--- src/hw/rtl/drfd_pkg.sv ---
// shared constants, types and codes of the display return frame decoder
`timescale 1ns / 1ps
`default_nettype none
package drfd_pkg;

  // frame limits
  localparam int unsigned HDR_DEPTH       = 6;
  localparam int unsigned HDR_IDX_W       = $clog2(HDR_DEPTH);
  localparam logic [7:0]  MAX_FRAME_BYTES = 8'd255;
  localparam logic [7:0]  TERM_OVERHEAD   = 8'd4;
  localparam logic [1:0]  FF_RUN_LAST     = 2'd2;

  // byte codes
  localparam logic [7:0] BYTE_TERM   = 8'hFF;
  localparam logic [7:0] OP_TOUCH    = 8'h65;
  localparam logic [7:0] OP_PAGE     = 8'h66;
  localparam logic [7:0] OP_XY       = 8'h67;
  localparam logic [7:0] OP_STRING   = 8'h70;
  localparam logic [7:0] OP_INT      = 8'h71;
  localparam logic [7:0] CHR_C       = 8'h63;
  localparam logic [7:0] CHR_O       = 8'h6f;
  localparam logic [7:0] CHR_M       = 8'h6d;
  localparam logic [7:0] CHR_K       = 8'h6b;
  localparam logic [7:0] EVT_PRESS   = 8'h01;
  localparam logic [7:0] EVT_RELEASE = 8'h00;

  // frame kinds
  localparam logic [3:0] KIND_UNKNOWN     = 4'd0;
  localparam logic [3:0] KIND_PRESS       = 4'd1;
  localparam logic [3:0] KIND_RELEASE     = 4'd2;
  localparam logic [3:0] KIND_TOUCH_OTHER = 4'd3;
  localparam logic [3:0] KIND_PAGE_CHG    = 4'd4;
  localparam logic [3:0] KIND_PAGE_SAME   = 4'd5;
  localparam logic [3:0] KIND_XY_PRESS    = 4'd6;
  localparam logic [3:0] KIND_XY_RELEASE  = 4'd7;
  localparam logic [3:0] KIND_XY_OTHER    = 4'd8;
  localparam logic [3:0] KIND_STRING      = 4'd9;
  localparam logic [3:0] KIND_INTEGER     = 4'd10;
  localparam logic [3:0] KIND_COMOK       = 4'd11;

  typedef logic [HDR_DEPTH-1:0][7:0] hdr_arr_t;

  // frame view after the current byte is taken in
  typedef struct packed {
    hdr_arr_t   hdr;
    logic [7:0] count;
    logic       done;
  } frame_t;

  // one decoded result
  typedef struct packed {
    logic [3:0]  frame_kind;
    logic [7:0]  page;
    logic [7:0]  component;
    logic [15:0] x_coord;
    logic [15:0] y_coord;
    logic [31:0] int_value;
    logic [31:0] duration_ms;
    logic [7:0]  payload_length;
  } result_t;

endpackage
`default_nettype wire

--- src/hw/rtl/drfd_intf.sv ---
// handshake channel interfaces of the display return frame decoder
`timescale 1ns / 1ps
`default_nettype none

// received byte channel
interface drfd_in_if;
  logic        valid;
  logic        ready;
  logic [7:0]  rx_byte;
  logic [31:0] now_ms;
  modport source (output valid, output rx_byte, output now_ms, input ready);
  modport sink   (input valid, input rx_byte, input now_ms, output ready);
endinterface

// decoded result channel
interface drfd_out_if;
  logic        valid;
  logic        ready;
  logic [3:0]  frame_kind;
  logic [7:0]  page;
  logic [7:0]  component;
  logic [15:0] x_coord;
  logic [15:0] y_coord;
  logic [31:0] int_value;
  logic [31:0] duration_ms;
  logic [7:0]  payload_length;
  modport source (output valid, output frame_kind, output page, output component,
                  output x_coord, output y_coord, output int_value,
                  output duration_ms, output payload_length, input ready);
  modport sink   (input valid, input frame_kind, input page, input component,
                  input x_coord, input y_coord, input int_value,
                  input duration_ms, input payload_length, output ready);
endinterface

// configuration write channel
interface drfd_cfg_if;
  logic valid;
  logic ready;
  logic report_page_zero;
  modport source (output valid, output report_page_zero, input ready);
  modport sink   (input valid, input report_page_zero, output ready);
endinterface
`default_nettype wire

--- src/hw/rtl/drfd_frame_track.sv ---
// frame tracker: header bytes, saturating byte count and 0xff run counter
`timescale 1ns / 1ps
`default_nettype none
module drfd_frame_track
  import drfd_pkg::*;
(
  input  wire logic       clk,
  input  wire logic       rst_n,
  input  wire logic       step,
  input  wire logic [7:0] rx_byte,
  output frame_t          frame
);

  hdr_arr_t   hdr_r, hdr_nxt;
  logic [7:0] count_r, count_nxt, count_inc;
  logic [1:0] ff_run_r, ff_run_nxt;
  logic       done;

  // header with the current byte written in place
  always_comb begin
    hdr_nxt = hdr_r;
    for (int i = 0; i < HDR_DEPTH; i++) begin
      if (count_r == 8'(i)) begin
        hdr_nxt[i] = rx_byte;
      end
    end
  end

  // saturating count and terminator detection
  assign count_inc = (count_r < MAX_FRAME_BYTES) ? count_r + 8'd1 : count_r;
  assign done      = (rx_byte == BYTE_TERM) && (ff_run_r >= FF_RUN_LAST);

  always_comb begin
    if (rx_byte != BYTE_TERM || done) begin
      ff_run_nxt = 2'd0;
    end else begin
      ff_run_nxt = ff_run_r + 2'd1;
    end
    count_nxt = done ? 8'd0 : count_inc;
  end

  assign frame.hdr   = hdr_nxt;
  assign frame.count = count_inc;
  assign frame.done  = done;

  // state update per beat
  always_ff @(posedge clk) begin
    if (!rst_n) begin
      hdr_r    <= '0;
      count_r  <= '0;
      ff_run_r <= '0;
    end else if (step) begin
      hdr_r    <= hdr_nxt;
      count_r  <= count_nxt;
      ff_run_r <= ff_run_nxt;
    end
  end

endmodule
`default_nettype wire

--- src/hw/rtl/drfd_decode.sv ---
// frame decoder: kind selection, field extraction, page and press time state
`timescale 1ns / 1ps
`default_nettype none
module drfd_decode
  import drfd_pkg::*;
(
  input  wire logic        clk,
  input  wire logic        rst_n,
  input  wire logic        commit,
  input  wire frame_t      frame,
  input  wire logic [31:0] now_ms,
  input  wire logic        report_page_zero,
  output result_t          res
);

  logic [7:0]  cur_page_r, cur_page_nxt;
  logic [31:0] press_time_r, press_time_nxt;
  hdr_arr_t    h;

  assign h = frame.hdr;

  // decode of the completed frame
  always_comb begin
    res                = '0;
    cur_page_nxt       = cur_page_r;
    press_time_nxt     = press_time_r;
    res.frame_kind     = KIND_UNKNOWN;
    res.payload_length = (frame.count >= TERM_OVERHEAD) ? frame.count - TERM_OVERHEAD
                                                        : 8'd0;
    unique case (h[0])
      OP_TOUCH: begin
        res.page      = h[1];
        res.component = h[2];
        if (h[3] == EVT_PRESS) begin
          press_time_nxt = now_ms;
          res.frame_kind = KIND_PRESS;
        end else if (h[3] == EVT_RELEASE) begin
          res.duration_ms = now_ms - press_time_r;
          res.frame_kind  = KIND_RELEASE;
        end else begin
          res.frame_kind = KIND_TOUCH_OTHER;
        end
      end
      OP_PAGE: begin
        res.page = h[1];
        if (h[1] != cur_page_r && (h[1] != 8'd0 || report_page_zero)) begin
          cur_page_nxt   = h[1];
          res.frame_kind = KIND_PAGE_CHG;
        end else begin
          res.frame_kind = KIND_PAGE_SAME;
        end
      end
      OP_XY: begin
        res.x_coord = {h[1], h[2]};
        res.y_coord = {h[3], h[4]};
        if (h[5] == EVT_PRESS) begin
          res.frame_kind = KIND_XY_PRESS;
        end else if (h[5] == EVT_RELEASE) begin
          res.frame_kind = KIND_XY_RELEASE;
        end else begin
          res.frame_kind = KIND_XY_OTHER;
        end
      end
      OP_STRING: begin
        res.frame_kind = KIND_STRING;
      end
      OP_INT: begin
        res.int_value  = {h[4], h[3], h[2], h[1]};
        res.frame_kind = KIND_INTEGER;
      end
      CHR_C: begin
        if (h[1] == CHR_O && h[2] == CHR_M && h[3] == CHR_O && h[4] == CHR_K) begin
          res.frame_kind = KIND_COMOK;
        end
      end
      default: begin
        res.frame_kind = KIND_UNKNOWN;
      end
    endcase
  end

  // page and press time kept across frames
  always_ff @(posedge clk) begin
    if (!rst_n) begin
      cur_page_r   <= '0;
      press_time_r <= '0;
    end else if (commit) begin
      cur_page_r   <= cur_page_nxt;
      press_time_r <= press_time_nxt;
    end
  end

endmodule
`default_nettype wire

--- src/hw/rtl/display_return_frame_decoder.sv ---
// top level: input register, frame tracker, decoder and result register
// a terminating byte is captured in the input register; its decoded result is loaded into
//   the result register when that byte leaves the input register
// throughput: one byte per cycle; the result register is refilled while held
//   results drain, the only stall is a finished frame meeting a full result register
// reset: synchronous active-low rst_n clears the frame state, page, press time,
//   report flag and both valid flags; no clearing pass, bytes are taken right away
`timescale 1ns / 1ps
`default_nettype none
module display_return_frame_decoder
  import drfd_pkg::*;
(
  input  wire logic   clk,
  input  wire logic   rst_n,
  drfd_in_if.sink     in_ch,
  drfd_out_if.source  out_ch,
  drfd_cfg_if.sink    cfg_ch
);

  logic        s1_valid_r;
  logic [7:0]  s1_byte_r;
  logic [31:0] s1_now_r;
  logic        s1_fire;
  logic        out_valid_r;
  result_t     res_r, res_nxt;
  logic        rpz_r;
  frame_t      frame;

  // configuration register
  assign cfg_ch.ready = 1'b1;

  always_ff @(posedge clk) begin
    if (!rst_n) begin
      rpz_r <= 1'b0;
    end else if (cfg_ch.valid) begin
      rpz_r <= cfg_ch.report_page_zero;
    end
  end

  // input register stage
  assign s1_fire     = s1_valid_r && (!frame.done || !out_valid_r || out_ch.ready);
  assign in_ch.ready = !s1_valid_r || s1_fire;

  always_ff @(posedge clk) begin
    if (!rst_n) begin
      s1_valid_r <= 1'b0;
    end else if (in_ch.ready) begin
      s1_valid_r <= in_ch.valid;
    end
  end

  always_ff @(posedge clk) begin
    if (in_ch.valid && in_ch.ready) begin
      s1_byte_r <= in_ch.rx_byte;
      s1_now_r  <= in_ch.now_ms;
    end
  end

  drfd_frame_track u_track (
    .clk     (clk),
    .rst_n   (rst_n),
    .step    (s1_fire),
    .rx_byte (s1_byte_r),
    .frame   (frame)
  );

  drfd_decode u_decode (
    .clk              (clk),
    .rst_n            (rst_n),
    .commit           (s1_fire && frame.done),
    .frame            (frame),
    .now_ms           (s1_now_r),
    .report_page_zero (rpz_r),
    .res              (res_nxt)
  );

  // result register
  always_ff @(posedge clk) begin
    if (!rst_n) begin
      out_valid_r <= 1'b0;
    end else if (s1_fire && frame.done) begin
      out_valid_r <= 1'b1;
    end else if (out_ch.ready) begin
      out_valid_r <= 1'b0;
    end
  end

  always_ff @(posedge clk) begin
    if (s1_fire && frame.done) begin
      res_r <= res_nxt;
    end
  end

  assign out_ch.valid          = out_valid_r;
  assign out_ch.frame_kind     = res_r.frame_kind;
  assign out_ch.page           = res_r.page;
  assign out_ch.component      = res_r.component;
  assign out_ch.x_coord        = res_r.x_coord;
  assign out_ch.y_coord        = res_r.y_coord;
  assign out_ch.int_value      = res_r.int_value;
  assign out_ch.duration_ms    = res_r.duration_ms;
  assign out_ch.payload_length = res_r.payload_length;

  // checks
  a_done_loads_result: assert property (@(posedge clk) disable iff (!rst_n)
    s1_fire && frame.done |=> out_valid_r)
    else $error("finished frame did not load the result register");

  a_stall_holds_byte: assert property (@(posedge clk) disable iff (!rst_n)
    s1_valid_r && !s1_fire |=> s1_valid_r && $stable(s1_byte_r))
    else $error("stalled byte lost from input register");

  a_no_overwrite: assert property (@(posedge clk) disable iff (!rst_n)
    s1_fire && frame.done |-> !out_valid_r || out_ch.ready)
    else $error("result register overwritten while held");

  a_duration_only_release: assert property (@(posedge clk) disable iff (!rst_n)
    out_valid_r && res_r.frame_kind != KIND_RELEASE |-> res_r.duration_ms == 32'd0)
    else $error("duration given for a kind other than release");

endmodule
`default_nettype wire
--- src/flat_wrapper.sv ---
// flat-port wrapper written by rule: the top's interface ports become plain ports
module display_return_frame_decoder_flat import drfd_pkg::*;
  (clk, rst_n, in_ch_valid, in_ch_rx_byte, in_ch_now_ms, in_ch_ready, out_ch_valid, out_ch_frame_kind, out_ch_page, out_ch_component, out_ch_x_coord, out_ch_y_coord, out_ch_int_value, out_ch_duration_ms, out_ch_payload_length, out_ch_ready, cfg_ch_valid, cfg_ch_report_page_zero, cfg_ch_ready);
  drfd_in_if in_ch_i ();
  drfd_out_if out_ch_i ();
  drfd_cfg_if cfg_ch_i ();
  input  wire logic clk;
  input  wire logic rst_n;
  input wire logic [$bits(in_ch_i.valid)-1:0] in_ch_valid;
  input wire logic [$bits(in_ch_i.rx_byte)-1:0] in_ch_rx_byte;
  input wire logic [$bits(in_ch_i.now_ms)-1:0] in_ch_now_ms;
  output wire logic [$bits(in_ch_i.ready)-1:0] in_ch_ready;
  output wire logic [$bits(out_ch_i.valid)-1:0] out_ch_valid;
  output wire logic [$bits(out_ch_i.frame_kind)-1:0] out_ch_frame_kind;
  output wire logic [$bits(out_ch_i.page)-1:0] out_ch_page;
  output wire logic [$bits(out_ch_i.component)-1:0] out_ch_component;
  output wire logic [$bits(out_ch_i.x_coord)-1:0] out_ch_x_coord;
  output wire logic [$bits(out_ch_i.y_coord)-1:0] out_ch_y_coord;
  output wire logic [$bits(out_ch_i.int_value)-1:0] out_ch_int_value;
  output wire logic [$bits(out_ch_i.duration_ms)-1:0] out_ch_duration_ms;
  output wire logic [$bits(out_ch_i.payload_length)-1:0] out_ch_payload_length;
  input wire logic [$bits(out_ch_i.ready)-1:0] out_ch_ready;
  input wire logic [$bits(cfg_ch_i.valid)-1:0] cfg_ch_valid;
  input wire logic [$bits(cfg_ch_i.report_page_zero)-1:0] cfg_ch_report_page_zero;
  output wire logic [$bits(cfg_ch_i.ready)-1:0] cfg_ch_ready;
  assign in_ch_i.valid = in_ch_valid;
  assign in_ch_i.rx_byte = in_ch_rx_byte;
  assign in_ch_i.now_ms = in_ch_now_ms;
  assign in_ch_ready = in_ch_i.ready;
  assign out_ch_valid = out_ch_i.valid;
  assign out_ch_frame_kind = out_ch_i.frame_kind;
  assign out_ch_page = out_ch_i.page;
  assign out_ch_component = out_ch_i.component;
  assign out_ch_x_coord = out_ch_i.x_coord;
  assign out_ch_y_coord = out_ch_i.y_coord;
  assign out_ch_int_value = out_ch_i.int_value;
  assign out_ch_duration_ms = out_ch_i.duration_ms;
  assign out_ch_payload_length = out_ch_i.payload_length;
  assign out_ch_i.ready = out_ch_ready;
  assign cfg_ch_i.valid = cfg_ch_valid;
  assign cfg_ch_i.report_page_zero = cfg_ch_report_page_zero;
  assign cfg_ch_ready = cfg_ch_i.ready;
  display_return_frame_decoder u_core (.clk(clk), .rst_n(rst_n), .in_ch(in_ch_i), .out_ch(out_ch_i), .cfg_ch(cfg_ch_i));
endmodule
--- config.mk ---
export PLATFORM = sky130hd
export DESIGN_NAME = display_return_frame_decoder_flat
export DESIGN_NICKNAME = d
export VERILOG_FILES = /design/src/hw/rtl/drfd_pkg.sv /design/src/hw/rtl/drfd_intf.sv /design/src/hw/rtl/drfd_frame_track.sv /design/src/hw/rtl/drfd_decode.sv /design/src/hw/rtl/display_return_frame_decoder.sv /design/src/flat_wrapper.sv
export SDC_FILE = /design/constraint.sdc
export NUM_CORES = 1
export LEC_CHECK = 0
export BUFFER_PORTS_ARGS = -buffer_cell sky130_fd_sc_hd__buf_2
export CORE_ASPECT_RATIO = 0.75
export CORE_MARGIN = 1
export CORE_UTILIZATION = 45
export DETAILED_ROUTE_END_ITERATION = 8
export SYNTH_ARGS = -nofsm -noshare
export SYNTH_HDL_FRONTEND = slang
export SYNTH_SLANG_ARGS = --single-unit
--- constraint.sdc ---
create_clock -name clk -period 9.95 [get_ports clk]
set_input_delay 0.995 -clock clk [delete_from_list [all_inputs] [get_ports clk]]
set_output_delay 0.995 -clock clk [all_outputs]
set_load 0.01 [all_outputs]
==> metrics.md <==
| Metric | Value |
|---|---|
| # setup viols final | `0` |
| Die Ht | `146 µm` |
| Seq pwr share | `about half` |
| Skew-Pair Late Insertion Delay | `between 500 and 600 ps` |
| Worst Path Max Fanout | `64` |
| Relative slew slack | `16.1%` |
| Post-CTS Resized | `0` |
| Yosys cell types | `between 60 and 70` |
| Gr ovfl total | `0` |
| IO Pins | `173` |
| IO buf count | `~170` |
| Buf/Inv on CP | `2` |
| Setup Fix Bufs, Post-CTS | `0` |
| Gp weighted congestion | `about 0.84` |
| CP cell instances | `nand3_1, nor3_1, o21ai_0, o21ai_0, or2_2, inv_4, buf_4` |
| Synth Cell Area | `between 0.01 and 0.015 mm²` |
| Worst Max-Slew Pin Slew | `between 1000 and 1500 ps` |
| Worst path slowest cell | `o21ai_0` |
| Post-synthesis async set-or-reset flop share | `0%` |
| Multi-input logic area | `0.00506 mm²` |
| Initial core utilization | `a little under half` |
| Drt via density | `5.28` |
| Tmin final | `between 4000 and 5000 ps` |
| Peak Freq | `235 MHz` |
| Post-synth EDFFs | `approximately 160` |
| Root Driver | `clkbuf_16` |
| Post-synth top area cell | `edfxtp_1` |
| Final Max Slew Viols | `0` |
| Share of cells above drive strength 1 | `between 10% and 20%` |
| Filler Cells Inserted | `about 2500` |
| WL per Instance | `17.4 µm` |
| DRC viols | `0` |
| Initial antenna violation count | `3` |
| Critical Path RT | `10130 ps` |
| Clock Power Share | `a little over two fifths` |
| Count leader, synth | `edfxtp_1` |
| Leakage | `about 5 nW` |
| Net switching power | `approximately 0.54 mW` |
| Placed insts | `1672` |
| CORE AREA | `~0.027 mm²` |
| Part of the power in combinational logic | `~7.7%` |
| Syn nets | `1292` |
| DRT Pass-1 Iters | `5` |
| Clock buffer depth | `3` |
| Top cells by area, synth | `edfxtp_1, dfxtp_1, nand2_1, nor2_1, ha_1` |
| Critical Path Start Type | `flip-flop` |
| Detailed-route via count | `around 9000` |
| Family with the most delay on the worst path | `compound AO/OA/AOI/OAI gates` |
| Fin. Hold Viols | `0` |
| Clock transition at path regs | `60 ps` |
| Post-route setup TNS | `0 ps` |
| Syn_area_per_cell | `about 10 µm²` |
| Nets@finish | `1435` |
| Top FF cell, synth | `edfxtp_1` |
| Critical path arrival | `between 4000 and 5000 ps` |
| Max Cap Violations | `0` |
| CP max stage delay | `a little over 1000 ps` |
| P_int | `1.83 mW` |
| Hold slack final | `roughly 450 ps` |
| Commonest cells post-synth | `edfxtp_1, nand2_1, nor2_1` |
| Worst path most repeated cell | `o21ai_0` |
| GRT Util Overall | `about a fifth` |
| Pwr/cell area | `between 150 and 200 mW/mm²` |
| Sequential Area | `~0.0069 mm²` |
| Max rail drop VDD | `134 µV` |
| Layout overhead on the synthesized area | `16.0%` |
| Num CTS Buffers | `27` |
| Row count | `52` |
| Hold Crit Class | `reg2reg` |
| Yosys top cell area share | `around two fifths` |
| Sw frac | `between 20% and 30%` |
| Sequential share of the synthesized area | `between 50% and 60%` |
| Unrepaired setup endpoints after global routing | `false` |
| Final Skew | `between 15 and 20 ps` |
| Final cycle utilization of the critical path | `42.8%` |
| Initial detailed-routing violation count | `643` |
| Clk sinks | `approximately 270` |
| Post-route insts no fill | `between 1500 and 2000` |
| #FFs+latches synth | `about 270` |
| Vias in the first global route | `roughly 8600` |
| Worst Setup Path Type | `reg2reg` |
| DIE WIDTH | `between 150 and 200 µm` |
| TritonCTS clock tree | `yes` |
| H-tree depth | `1` |
| Routed Antenna Nets | `0` |
| Cells after Synth | `roughly 1200` |
| DIE AREA | `0.0284 mm²` |
| Synth Warn # | `0` |
| Status | `complete, no violations` |
| DP HPWL | `roughly 20 mm` |
| Number of hold buffers added after cts | `0` |
| First-pass GRT wire length | `approximately 48 mm` |
| Worst setup EP type | `flip-flop` |
| Largest net degree at the start of global routing | `just over 70` |
| Final WL | `approximately 30 mm` |
-- cell usage in the layout, fill, tap and decap left out, types with 8 or more instances in the layout --
master / netlist / layout
a21boi_1: 19 / 19
nand4_1: 9 / 9
nor3_1: 14 / 14
o31ai_1: 8 / 8
a21boi_0: 47 / 47
buf_2: 10 / 171
xnor2_1: 23 / 23
o21ai_0: 29 / 29
and2_1: 9 / 9
dfxtp_1: 101 / 101
buf_4: 1 / 12
ha_1: 38 / 38
a31oi_1: 8 / 8
mux2i_1: 45 / 45
nand2_1: 153 / 153
a21oi_1: 41 / 40
and3_1: 8 / 8
clkbuf_16: 0 / 28
o21ai_2: 8 / 8
nor4_1: 8 / 8
nand3_1: 52 / 52
nor2_1: 144 / 144
nor2b_1: 28 / 27
inv_1: 51 / 50
edfxtp_1: 164 / 164
nand2b_1: 17 / 17
xor2_1: 17 / 17
a21o_1: 15 / 15
clkbuf_1: 53 / 10
-- routing by layer --
metal / track usage, % / part of all wire [%] / vias up / wire (µm)
met5: 0 / 0.040 / - / 12
met4: 3.61 / 1.4 / 2 / 407
li1: - / - / 4527 / -
met1: 33.1 / 51 / 4312 / 15400
met2: 30.1 / 41 / 231 / 12400
met3: 3.86 / 5.7 / 33 / 1720
-- logic make-up (layout without fill, tap and decap cells) --
kind of cell	after synthesis	in the layout	synth area share, %
mux	46	46	3.70
simple gates	476	476	17.9
fa+ha+maj	39	39	3.97
compound gates	220	220	12.1
buf+inv	120	284	3.86
other cells	1	4	0.0301
xor+xnor	40	40	2.81
flops	265	265	55.7
-- flip-flops by register name (all words and copies together), names as in the netlist, 2 cells and up --
register and count:
u_core.out_ch.component 8, u_core.out_ch.duration_ms 32, u_core.out_ch.frame_kind 4, u_core.out_ch.int_value 32, u_core.out_ch.page 8, u_core.out_ch.payload_length 8
u_core.out_ch.x_coord 16, u_core.out_ch.y_coord 16, u_core.s1_byte_r 8, u_core.s1_now_r 32, u_core.u_decode.cur_page_r 8, u_core.u_decode.press_time_r 32
u_core.u_track.count_r 8, u_core.u_track.ff_run_r 2, u_core.u_track.hdr_r 48
-- worst reg2reg max path, delay by kind of cell, from the launching register on --
family,cells,cell delay [ps]
AO/OA/AOI/OAI,2,1300
buffers and inverters,2,780
flip-flops,1,760
AND/OR/NAND/NOR,3,990
-- worst paths after layout --
kind | from | endpoint | slack (ps) | cells after the start
setup / recovery | u_core.s1_byte_r[2] | u_core.out_ch.int_value[7] | 5690 | 7
hold / removal | u_core.u_decode.press_time_r[23] | u_core.u_decode.press_time_r[23] | 450 | 2
setup reg to reg | u_core.s1_byte_r[2] | u_core.out_ch.int_value[7] | 5690 | 7
hold reg to reg | u_core.u_decode.press_time_r[23] | u_core.u_decode.press_time_r[23] | 450 | 2
-- area by class of cell --
| cell class | instances | area share, % |
|---|---|---|
| diodes | 3 | 0.0519 |
| clock buffers | 43 | 5.58 |
| clock inverters | 7 | 0.415 |
| inverters | 51 | 1.34 |
| multi-input cells | 822 | 35.0 |
| flip-flops and latches | 265 | 48.0 |
| well taps | 351 | 3.04 |
| repair buffers | 183 | 6.54 |
-- stage by stage --
| stage | setup WS, ps | cell area, µm² | total power [mW] | utilization (%) |
|---|---|---|---|---|
| after detailed placement | 5750 | 13600 | 1.40 | 50.1 |
| after floorplan | 5520 | 12500 | 1.35 | - |
| final | 5690 | 14500 | 2.37 | 53.3 |
| after global placement | 5940 | 13600 | 1.40 | 50.1 |
| after global routing | 5360 | 14500 | 2.46 | 53.3 |
| after CTS | 5720 | 14500 | 2.40 | 53.3 |
-- power by group through the flow --
stage                     registers, mW  logic [mW]  clock network, mW
final                              1.20       0.184              0.993
after global routing               1.20       0.204               1.06
after CTS                          1.19       0.184               1.02
after detailed placement           1.22       0.183                  0
after global placement             1.22       0.182                  0
after floorplan                    1.21       0.138                  0
No activity file was read; power rests on OpenSTA's default activity.
